## src/hw/rtl/iwe_pkg.sv

```systemverilog
// ----------------------------------------------------------------------------
// iwe_pkg
// Shared types and constants for the instruction word encoder.
// ----------------------------------------------------------------------------
package iwe_pkg;

	localparam int unsigned MAX_WORDS = 4;
	localparam int unsigned CNT_W     = 3;
	localparam int unsigned WORD_W    = 32;

	typedef enum logic [5:0] {
		OP_MOV_RR  = 6'd0,
		OP_MOVZ    = 6'd1,
		OP_MOVK    = 6'd2,
		OP_MOV_IMM = 6'd3,
		OP_LDR     = 6'd4,
		OP_STR     = 6'd5,
		OP_ADD_RRR = 6'd6,
		OP_ADD_RRI = 6'd7,
		OP_SUB_RRR = 6'd8,
		OP_SUB_RRI = 6'd9,
		OP_MUL     = 6'd10,
		OP_SDIV    = 6'd11,
		OP_NEG     = 6'd12,
		OP_AND     = 6'd13,
		OP_ORR     = 6'd14,
		OP_EOR     = 6'd15,
		OP_MVN     = 6'd16,
		OP_LSL     = 6'd17,
		OP_LSR     = 6'd18,
		OP_CMP_RR  = 6'd19,
		OP_CMP_RI  = 6'd20,
		OP_TST     = 6'd21,
		OP_CSEL    = 6'd22,
		OP_CSET    = 6'd23,
		OP_STP     = 6'd24,
		OP_LDP     = 6'd25,
		OP_B       = 6'd26,
		OP_B_COND  = 6'd27,
		OP_BL      = 6'd28,
		OP_BR      = 6'd29,
		OP_BLR     = 6'd30,
		OP_RET     = 6'd31,
		OP_FMOV    = 6'd32,
		OP_FADD    = 6'd33,
		OP_FSUB    = 6'd34,
		OP_FMUL    = 6'd35,
		OP_FDIV    = 6'd36,
		OP_SCVTF   = 6'd37,
		OP_FCVTZS  = 6'd38,
		OP_ADRP    = 6'd39
	} op_t;

	localparam logic [4:0] REG_SP = 5'd31;

	localparam logic [31:0] ENC_ADD_IMM = 32'h9100_0000;
	localparam logic [31:0] ENC_MOV_REG = 32'hAA00_03E0;
	localparam logic [31:0] ENC_MOVZ    = 32'hD280_0000;
	localparam logic [31:0] ENC_MOVK    = 32'hF280_0000;
	localparam logic [31:0] ENC_LDR     = 32'hF940_0000;
	localparam logic [31:0] ENC_STR     = 32'hF900_0000;
	localparam logic [31:0] ENC_ADD_REG = 32'h8B00_0000;
	localparam logic [31:0] ENC_SUB_REG = 32'hCB00_0000;
	localparam logic [31:0] ENC_SUB_IMM = 32'hD100_0000;
	localparam logic [31:0] ENC_MUL     = 32'h9B00_7C00;
	localparam logic [31:0] ENC_SDIV    = 32'h9AC0_0C00;
	localparam logic [31:0] ENC_NEG     = 32'hCB00_03E0;
	localparam logic [31:0] ENC_AND     = 32'h8A00_0000;
	localparam logic [31:0] ENC_ORR     = 32'hAA00_0000;
	localparam logic [31:0] ENC_EOR     = 32'hCA00_0000;
	localparam logic [31:0] ENC_MVN     = 32'hAA20_03E0;
	localparam logic [31:0] ENC_UBFM    = 32'hD340_0000;
	localparam logic [31:0] ENC_LSR     = 32'hD340_FC00;
	localparam logic [31:0] ENC_CMP_REG = 32'hEB00_001F;
	localparam logic [31:0] ENC_CMP_IMM = 32'hF100_001F;
	localparam logic [31:0] ENC_TST     = 32'hEA00_001F;
	localparam logic [31:0] ENC_CSEL    = 32'h9A80_0000;
	localparam logic [31:0] ENC_CSET    = 32'h9A9F_07E0;
	localparam logic [31:0] ENC_STP     = 32'hA900_0000;
	localparam logic [31:0] ENC_LDP     = 32'hA940_0000;
	localparam logic [31:0] ENC_B       = 32'h1400_0000;
	localparam logic [31:0] ENC_B_COND  = 32'h5400_0000;
	localparam logic [31:0] ENC_BL      = 32'h9400_0000;
	localparam logic [31:0] ENC_BR      = 32'hD61F_0000;
	localparam logic [31:0] ENC_BLR     = 32'hD63F_0000;
	localparam logic [31:0] ENC_RET     = 32'hD65F_0000;
	localparam logic [31:0] ENC_FMOV    = 32'h1E60_4000;
	localparam logic [31:0] ENC_FADD    = 32'h1E60_2800;
	localparam logic [31:0] ENC_FSUB    = 32'h1E60_3800;
	localparam logic [31:0] ENC_FMUL    = 32'h1E60_0800;
	localparam logic [31:0] ENC_FDIV    = 32'h1E60_1800;
	localparam logic [31:0] ENC_SCVTF   = 32'h9E62_0000;
	localparam logic [31:0] ENC_FCVTZS  = 32'h9E78_0000;
	localparam logic [31:0] ENC_ADRP    = 32'h9000_0000;

	typedef struct packed {
		logic [5:0]         req_type;
		logic [4:0]         dest_reg;
		logic [4:0]         first_src_reg;
		logic [4:0]         second_src_reg;
		logic [3:0]         cond_code;
		logic [63:0]        imm_value;
		logic signed [31:0] byte_offset;
		logic [5:0]         shift_amount;
	} req_t;

	typedef struct packed {
		logic [CNT_W-1:0]                 count;
		logic [MAX_WORDS-1:0][WORD_W-1:0] words;
	} enc_t;

endpackage

```

## src/hw/rtl/instruction_word_encoder_unit.sv

```systemverilog
// An accepted request is held in the input register and encoded into the output
// word buffer. One request per cycle for single-word operations while the output
//   is ready; a 64-bit immediate load holds the buffer until its 1 to 4 words leave.
// Requests that yield no word pass the input register and are dropped there.
// Reset (arst_n low) empties both stages; payload registers are not reset.
// ----------------------------------------------------------------------------
// instruction_word_encoder_unit
// Encodes operation requests into 32-bit A64 instruction word streams.
// ----------------------------------------------------------------------------
module instruction_word_encoder_unit (
	input  logic         clk,
	input  logic         arst_n,
	input  logic         s_axis_tvalid,
	output logic         s_axis_tready,
	// dest_reg, first_src_reg, second_src_reg, cond_code, imm_value,
	// byte_offset, shift_amount, zero pad
	input  logic [127:0] s_axis_tdata,
	// req_type
	input  logic [5:0]   s_axis_tuser,
	output logic         m_axis_tvalid,
	input  logic         m_axis_tready,
	// instruction_word
	output logic [31:0]  m_axis_tdata,
	output logic         m_axis_tlast
);

	iwe_pkg::req_t req_s1;
	logic          valid_s1;
	iwe_pkg::enc_t enc;

	logic [iwe_pkg::MAX_WORDS-1:0][iwe_pkg::WORD_W-1:0] words_s2;
	logic [iwe_pkg::CNT_W-1:0]                          cnt_s2;

	logic s_take, m_take, s2_free, adv1, load_s2;

	assign m_axis_tvalid = cnt_s2 != '0;
	assign m_axis_tlast  = cnt_s2 == iwe_pkg::CNT_W'(1);
	assign m_axis_tdata  = words_s2[0];

	assign m_take  = m_axis_tvalid && m_axis_tready;
	assign s2_free = !m_axis_tvalid || (m_take && m_axis_tlast);
	assign adv1    = valid_s1 && (enc.count == '0 || s2_free);
	assign load_s2 = adv1 && enc.count != '0;
	assign s_axis_tready = !valid_s1 || adv1;
	assign s_take  = s_axis_tvalid && s_axis_tready;

	iwe_encoder u_enc (
		.req (req_s1),
		.res (enc)
	);

	always_ff @(posedge clk or negedge arst_n) begin
		if (!arst_n) begin
			valid_s1 <= 1'b0;
			cnt_s2   <= '0;
		end else begin
			if (s_take) begin
				valid_s1 <= 1'b1;
			end else if (adv1) begin
				valid_s1 <= 1'b0;
			end
			if (load_s2) begin
				cnt_s2 <= enc.count;
			end else if (m_take) begin
				cnt_s2 <= cnt_s2 - iwe_pkg::CNT_W'(1);
			end
		end
	end

	// payload: request register and output word buffer
	always_ff @(posedge clk) begin
		if (s_take) begin
			req_s1.req_type       <= s_axis_tuser;
			req_s1.dest_reg       <= s_axis_tdata[4:0];
			req_s1.first_src_reg  <= s_axis_tdata[9:5];
			req_s1.second_src_reg <= s_axis_tdata[14:10];
			req_s1.cond_code      <= s_axis_tdata[18:15];
			req_s1.imm_value      <= s_axis_tdata[82:19];
			req_s1.byte_offset    <= s_axis_tdata[114:83];
			req_s1.shift_amount   <= s_axis_tdata[120:115];
		end
		if (load_s2) begin
			words_s2 <= enc.words;
		end else if (m_take) begin
			for (int i = 0; i < iwe_pkg::MAX_WORDS - 1; i++) begin
				words_s2[i] <= words_s2[i + 1];
			end
		end
	end

	a_cnt_range: assert property (@(posedge clk) disable iff (!arst_n)
		cnt_s2 <= iwe_pkg::CNT_W'(iwe_pkg::MAX_WORDS))
		else $error("word count out of range");

	a_burst_holds: assert property (@(posedge clk) disable iff (!arst_n)
		(m_take && !m_axis_tlast) |=> m_axis_tvalid)
		else $error("multi-word request lost words");

	a_s1_stall: assert property (@(posedge clk) disable iff (!arst_n)
		(valid_s1 && enc.count != '0 && !s2_free) |=> valid_s1)
		else $error("request left input stage while output buffer busy");

	a_no_overwrite: assert property (@(posedge clk) disable iff (!arst_n)
		load_s2 |-> (!m_axis_tvalid || (m_take && m_axis_tlast)))
		else $error("output buffer overwritten");

endmodule

```

## src/hw/rtl/iwe_encoder.sv

```systemverilog
// ----------------------------------------------------------------------------
// iwe_encoder
// Combinational field packing of one request into zero to four words.
// ----------------------------------------------------------------------------
module iwe_encoder (
	input  iwe_pkg::req_t req,
	output iwe_pkg::enc_t res
);

	logic [31:0] rd, rn, rm, rn16, rm16, rm10, cc, cc12;
	logic [31:0] imm12_f;
	logic [31:0] hw_f;
	logic [31:0] biased;
	logic [31:0] ldr_f, pair_f;
	logic [31:0] br26_f, br19_f;
	logic [31:0] adrp_f;
	logic [5:0]  immr, imms;
	logic [63:0] imm;

	assign imm  = req.imm_value;
	assign rd   = 32'(req.dest_reg);
	assign rn   = 32'(req.first_src_reg) << 5;
	assign rn16 = 32'(req.first_src_reg) << 16;
	assign rm   = 32'(req.second_src_reg);
	assign rm16 = rm << 16;
	assign rm10 = rm << 10;
	assign cc   = 32'(req.cond_code);
	assign cc12 = cc << 12;

	assign imm12_f = 32'(imm[11:0]) << 10;
	assign hw_f    = 32'(req.shift_amount[5:4]) << 21;

	// signed divide by 8 rounding toward zero: bias negatives by 7
	assign biased = req.byte_offset + {29'b0, {3{req.byte_offset[31]}}};
	assign ldr_f  = 32'(biased[14:3]) << 10;
	assign pair_f = 32'(biased[9:3]) << 15;

	assign br26_f = 32'(req.byte_offset[27:2]);
	assign br19_f = 32'(req.byte_offset[20:2]) << 5;
	assign adrp_f = (32'(req.byte_offset[1:0]) << 29) | (32'(req.byte_offset[20:2]) << 5);

	assign immr = 6'd0 - req.shift_amount;
	assign imms = ~req.shift_amount;

	always_comb begin
		res          = '0;
		res.count    = 3'd1;
		res.words[0] = '0;
		case (iwe_pkg::op_t'(req.req_type))
			iwe_pkg::OP_MOV_RR: begin
				if (req.dest_reg == req.first_src_reg) begin
					res.count = 3'd0;
				end else if (req.dest_reg == iwe_pkg::REG_SP
						|| req.first_src_reg == iwe_pkg::REG_SP) begin
					res.words[0] = iwe_pkg::ENC_ADD_IMM | rn | rd;
				end else begin
					res.words[0] = iwe_pkg::ENC_MOV_REG | rn16 | rd;
				end
			end
			iwe_pkg::OP_MOVZ:
				res.words[0] = iwe_pkg::ENC_MOVZ | hw_f | (32'(imm[15:0]) << 5) | rd;
			iwe_pkg::OP_MOVK:
				res.words[0] = iwe_pkg::ENC_MOVK | hw_f | (32'(imm[15:0]) << 5) | rd;
			iwe_pkg::OP_MOV_IMM: begin
				res.words[0] = iwe_pkg::ENC_MOVZ | (32'(imm[15:0]) << 5) | rd;
				res.words[1] = iwe_pkg::ENC_MOVK | (32'd1 << 21) | (32'(imm[31:16]) << 5) | rd;
				res.words[2] = iwe_pkg::ENC_MOVK | (32'd2 << 21) | (32'(imm[47:32]) << 5) | rd;
				res.words[3] = iwe_pkg::ENC_MOVK | (32'd3 << 21) | (32'(imm[63:48]) << 5) | rd;
				if (imm[63:48] != '0) begin
					res.count = 3'd4;
				end else if (imm[47:32] != '0) begin
					res.count = 3'd3;
				end else if (imm[31:16] != '0) begin
					res.count = 3'd2;
				end
			end
			iwe_pkg::OP_LDR:    res.words[0] = iwe_pkg::ENC_LDR | ldr_f | rn | rd;
			iwe_pkg::OP_STR:    res.words[0] = iwe_pkg::ENC_STR | ldr_f | rn | rd;
			iwe_pkg::OP_ADD_RRR: res.words[0] = iwe_pkg::ENC_ADD_REG | rm16 | rn | rd;
			iwe_pkg::OP_ADD_RRI: res.words[0] = iwe_pkg::ENC_ADD_IMM | imm12_f | rn | rd;
			iwe_pkg::OP_SUB_RRR: res.words[0] = iwe_pkg::ENC_SUB_REG | rm16 | rn | rd;
			iwe_pkg::OP_SUB_RRI: res.words[0] = iwe_pkg::ENC_SUB_IMM | imm12_f | rn | rd;
			iwe_pkg::OP_MUL:    res.words[0] = iwe_pkg::ENC_MUL | rm16 | rn | rd;
			iwe_pkg::OP_SDIV:   res.words[0] = iwe_pkg::ENC_SDIV | rm16 | rn | rd;
			iwe_pkg::OP_NEG:    res.words[0] = iwe_pkg::ENC_NEG | rn16 | rd;
			iwe_pkg::OP_AND:    res.words[0] = iwe_pkg::ENC_AND | rm16 | rn | rd;
			iwe_pkg::OP_ORR:    res.words[0] = iwe_pkg::ENC_ORR | rm16 | rn | rd;
			iwe_pkg::OP_EOR:    res.words[0] = iwe_pkg::ENC_EOR | rm16 | rn | rd;
			iwe_pkg::OP_MVN:    res.words[0] = iwe_pkg::ENC_MVN | rn16 | rd;
			iwe_pkg::OP_LSL:
				res.words[0] = iwe_pkg::ENC_UBFM | (32'(immr) << 16) | (32'(imms) << 10)
					| rn | rd;
			iwe_pkg::OP_LSR:
				res.words[0] = iwe_pkg::ENC_LSR | (32'(req.shift_amount) << 16) | rn | rd;
			iwe_pkg::OP_CMP_RR: res.words[0] = iwe_pkg::ENC_CMP_REG | rm16 | rn;
			iwe_pkg::OP_CMP_RI: res.words[0] = iwe_pkg::ENC_CMP_IMM | imm12_f | rn;
			iwe_pkg::OP_TST:    res.words[0] = iwe_pkg::ENC_TST | rm16 | rn;
			iwe_pkg::OP_CSEL:   res.words[0] = iwe_pkg::ENC_CSEL | rm16 | cc12 | rn | rd;
			iwe_pkg::OP_CSET:   res.words[0] = iwe_pkg::ENC_CSET | ((cc ^ 32'd1) << 12) | rd;
			iwe_pkg::OP_STP:    res.words[0] = iwe_pkg::ENC_STP | pair_f | rm10 | rn | rd;
			iwe_pkg::OP_LDP:    res.words[0] = iwe_pkg::ENC_LDP | pair_f | rm10 | rn | rd;
			iwe_pkg::OP_B:      res.words[0] = iwe_pkg::ENC_B | br26_f;
			iwe_pkg::OP_B_COND: res.words[0] = iwe_pkg::ENC_B_COND | br19_f | cc;
			iwe_pkg::OP_BL:     res.words[0] = iwe_pkg::ENC_BL | br26_f;
			iwe_pkg::OP_BR:     res.words[0] = iwe_pkg::ENC_BR | (rd << 5);
			iwe_pkg::OP_BLR:    res.words[0] = iwe_pkg::ENC_BLR | (rd << 5);
			iwe_pkg::OP_RET:    res.words[0] = iwe_pkg::ENC_RET | (rd << 5);
			iwe_pkg::OP_FMOV:   res.words[0] = iwe_pkg::ENC_FMOV | rn | rd;
			iwe_pkg::OP_FADD:   res.words[0] = iwe_pkg::ENC_FADD | rm16 | rn | rd;
			iwe_pkg::OP_FSUB:   res.words[0] = iwe_pkg::ENC_FSUB | rm16 | rn | rd;
			iwe_pkg::OP_FMUL:   res.words[0] = iwe_pkg::ENC_FMUL | rm16 | rn | rd;
			iwe_pkg::OP_FDIV:   res.words[0] = iwe_pkg::ENC_FDIV | rm16 | rn | rd;
			iwe_pkg::OP_SCVTF:  res.words[0] = iwe_pkg::ENC_SCVTF | rn | rd;
			iwe_pkg::OP_FCVTZS: res.words[0] = iwe_pkg::ENC_FCVTZS | rn | rd;
			iwe_pkg::OP_ADRP:   res.words[0] = iwe_pkg::ENC_ADRP | adrp_f | rd;
			default:            res.count = 3'd0;
		endcase
	end

endmodule
```

## config.mk

```make
export PLATFORM = sky130hd
export DESIGN_NAME = instruction_word_encoder_unit
export DESIGN_NICKNAME = d
export VERILOG_FILES = /design/src/hw/rtl/iwe_pkg.sv /design/src/hw/rtl/instruction_word_encoder_unit.sv /design/src/hw/rtl/iwe_encoder.sv
export SDC_FILE = /design/constraint.sdc
export NUM_CORES = 1
export LEC_CHECK = 0
export ABC_AREA = 1
export BUFFER_PORTS_ARGS = -buffer_cell sky130_fd_sc_hd__buf_2
export CAP_MARGIN = 20
export CORE_MARGIN = 2
export CORE_UTILIZATION = 50
export DETAILED_ROUTE_END_ITERATION = 8
export MAX_ROUTING_LAYER = met4
export PLACE_DENSITY_LB_ADDON = 0.12
export SLEW_MARGIN = 20
export SYNTH_ARGS = -nofsm -noshare
export SYNTH_HDL_FRONTEND = slang
export SYNTH_SLANG_ARGS = --single-unit
```

## constraint.sdc

```tcl
create_clock -name clk -period 13.9 [get_ports clk]
set_clock_uncertainty 0.1 [all_clocks]
set_input_delay 0.695 -clock clk [delete_from_list [all_inputs] [get_ports clk]]
set_output_delay 0.695 -clock clk [all_outputs]
set_load 0.05 [all_outputs]
```

==> summary.md <==
| Metric | Value |
|---|---|
| Status | `finished, final reports clean` |
| Synth warn | `0` |
| Syn nets | `approximately 1400` |
| EDFF count, synth | `around 230` |
| Antenna viol nets, final | `0` |
| Initial DRC count | `between 1000 and 1500` |
| Htree depth | `1` |
| Leakage power | `6.04 nW` |
| Fin crit share | `35.7%` |
| Detailed Route WL | `about 37000 um` |
| Internal power | `approximately 1.7 mW` |
| I/O pin total | `173` |
| Setup TNS | `0 ns` |
| Clk slew on worst S/H paths | `0.06 ns` |
| Hold Violations, Final | `0` |
| Initial core utilization | `between 50% and 60%` |
| P&R area growth vs syn | `15.2%` |
| Worst Setup End Kind | `flip-flop` |
| Worst reg2reg path depth | `14` |
| Number of global-route vias before repair | `9083` |
| TritonCTS clock tree | `done` |
| Psw | `a little over 1 mW` |
| Seq/Total Area, Yosys | `around three fifths` |
| Actual slew at the worst max-slew pin | `1.05 ns` |
| Seq pwr share | `43.4%` |
| Commonest cells post-synth | `383 x nand2_1, 225 x edfxtp_1, 136 x nor2_1` |
| Pins Over Slew Limit | `0` |
| Clock Latency Late Sink | `approximately 0.54 ns` |
| Cts bufs inserted | `25` |
| Routed wire per std cell | `roughly 21 um` |
| Multi-input logic area | `between 4000 and 5000 um^2` |
| Share of cells above drive strength 1 | `17.0%` |
| First-pass GRT wire length | `54700 um` |
| CP startpoint kind | `flip-flop` |
| DP Worst Slack | `9.41 ns` |
| CP Data Arrival Time | `5.15 ns` |
| Initial antenna violation count | `0` |
| Fill count | `about 2100` |
| Height of the die | `~160 um` |
| Residual DRC | `0` |
| Drt pass-1 iters | `7` |
| Cells after Synth | `around 1300` |
| Worst Hold Depth | `1` |
| Via density per instance | `between 5 and 6` |
| Core footprint | `around 23000 um^2` |
| Hold Path Class | `in -> reg` |
| Avg Inst Size Synth | `9.17 um^2` |
| Headroom to the max-slew limit | `30.1%` |
| CP Data Required Time | `between 10 and 15 ns` |
| TritonCTS sink count | `about 230` |
| Max Root-Sink Buffers | `3` |
| IO buf count | `around 160` |
| Total track usage | `30.9%` |
| Grt total ovfl | `0` |
| Fmax | `between 200 and 250 MHz` |
| Count leader, synth | `nand2_1` |
| R2r setup slk | `between 8 and 9 ns` |
| Cell taking the most area after synthesis | `edfxtp_1` |
| Routed vias | `just under 10000` |
| Synth unique cells | `between 40 and 50` |
| Post-synth ARST share | `between 1.5 and 2%` |
| Crit path max fanout | `76` |
| Post-detail-place hpwl | `around 28000 um` |
| # nets final | `1564` |
| Tmin final | `4.96 ns` |
| Row cnt | `between 50 and 60` |
| Die width | `roughly 160 um` |
| Switching part of the total power | `37.8%` |
| Max cap viols | `0` |
| FF+latch count, synth | `between 200 and 250` |
| VDD IR max | `~0.14 mV` |
| Combinational Power Share | `30.3%` |
| Top area cells in the synthesized netlist | `edfxtp_1 57%, nand2_1 12%, nor2_1 4.3%` |
| RePlAce Congestion | `1.05` |
| Root cell of the clock tree | `clkbuf_16` |
| Post-Syn Area | `roughly 12000 um^2` |
| Post-synth top flop | `edfxtp_1` |
| Post-CTS setup buffers | `0` |
| PwrDens | `between 200 and 250 nW/um^2` |
| Diodes inserted | `0` |
| Layout Utilization | `between 50% and 60%` |
| Area of the die | `about 25000 um^2` |
| Yosys top cell area share | `between 50 and 60%` |
| Clock share of power | `between 20% and 30%` |
| Setup ws final | `8.94 ns` |
| Register area | `between 6000 and 7000 um^2` |
| # setup viols final | `0` |
| Unrepaired setup endpoints after global routing | `false` |
| CP Class | `reg -> reg` |
| Largest net degree at the start of global routing | `80` |
==> cells in the final DEF, fill, tap and decap left out, types with 3 or more instances in the layout <==
cell,n
a211oi_1,14
a21oi_1,31
a221oi_1,5
a31oi_1,6
buf_2,162
buf_4,5
bufinv_16,6
clkbuf_16,25
clkinv_1,5
clkinv_2,8
dfrtp_1,4
edfxtp_1,225
ha_1,6
inv_1,133
inv_2,8
nand2_1,382
nand2_2,6
nand2_4,4
nand3_1,78
nand3b_1,7
nand4_1,25
nor2_1,136
nor2_2,7
nor2_4,4
nor3_1,14
nor4_1,4
o2111ai_1,5
o211ai_1,5
o21ai_0,59
o21ai_1,3
o22ai_1,26
or2_2,4
xnor2_1,4
==> worst max-delay path: stages, from the launching register on <==
cell	delay, ns
edfxtp_1	0.64
inv_1	0.27
nand2_1	0.11
nand2_1	0.05
nor2_1	0.10
nand4_1	0.43
nand2_1	0.33
nand2_1	0.13
inv_2	0.08
nand4_2	0.18
nand2_4	0.15
buf_4	0.62
clkinv_2	0.96
o21ai_1	0.37
nand2_1	0.10
==> layout make-up <==
class | instances | area share, %
inverter | 143 | 3.97
clock buffer | 27 | 4.67
clock inverter | 19 | 1.91
timing repair buffer | 168 | 6.34
sequential | 229 | 50.6
multi-input combinational | 853 | 29.5
tap | 319 | 2.95
==> power groups by stage <==
stage	clock network (mW)	registers [mW]	logic, mW
3_3_place_gp	0	1.20	0.817
3_5_place_dp	0	1.20	0.824
5_1_grt	0.755	1.21	0.908
4_1_cts	0.731	1.19	0.828
6_report	0.719	1.19	0.829
2_1_floorplan	0	1.17	0.647
==> path summary, 6_finish.rpt <==
check	from	endpoint
max in group asynchronous	arst_n	cnt_s2[1]
worst min-delay path	s_axis_tdata[78]	req_s1[97]
worst max register to register	req_s1[114]	m_axis_tdata[4]
worst min register to register	words_s2[70]	words_s2[38]
min in group asynchronous	arst_n	valid_s1
worst max-delay path	req_s1[114]	m_axis_tdata[4]
==> sequential cells by signal, summed over array words and instances, names as in the netlist <==
| register | flops |
|---|---|
| cnt_s2 | 3 |
| m_axis_tdata | 32 |
| req_s1 | 124 |
| words_s2 | 69 |
| valid_s1 | 1 |
==> routing by layer <==
layer	global-route usage [%]	share of wire (%)
met1	41.9	43
met2	46.3	45
met3	5.18	8.0
met4	12.9	4.7
met5	-	0
==> metrics by stage <==
step                      hold WS (ns)  cells  area [um^2]  power [mW]
final                            0.221   1758        13500        2.74
after global routing             0.203   1758        13500        2.87
after CTS                        0.203   1758        13500        2.74
after detailed placement         0.402   1711        12600        2.02
after global placement           0.399   1711        12600        2.01
after floorplan                  0.299   1282        11800        1.82
==> kinds of logic after synthesis <==
logic type / Yosys count / share of synthesized area (%)
flops: 229 / 58.3
compound gates: 163 / 8.23
fa+ha+maj: 6 / 0.639
xor+xnor: 6 / 0.447
simple gates: 678 / 24.6
buf+inv: 200 / 7.78
==> repair_timing <==
action | in CTS | in global routing
hold endpoints to repair | 4 | 0
hold buffers | 1 | 0
gates resized for setup | 0 | 0
No activity file was read; power rests on OpenSTA's default activity.
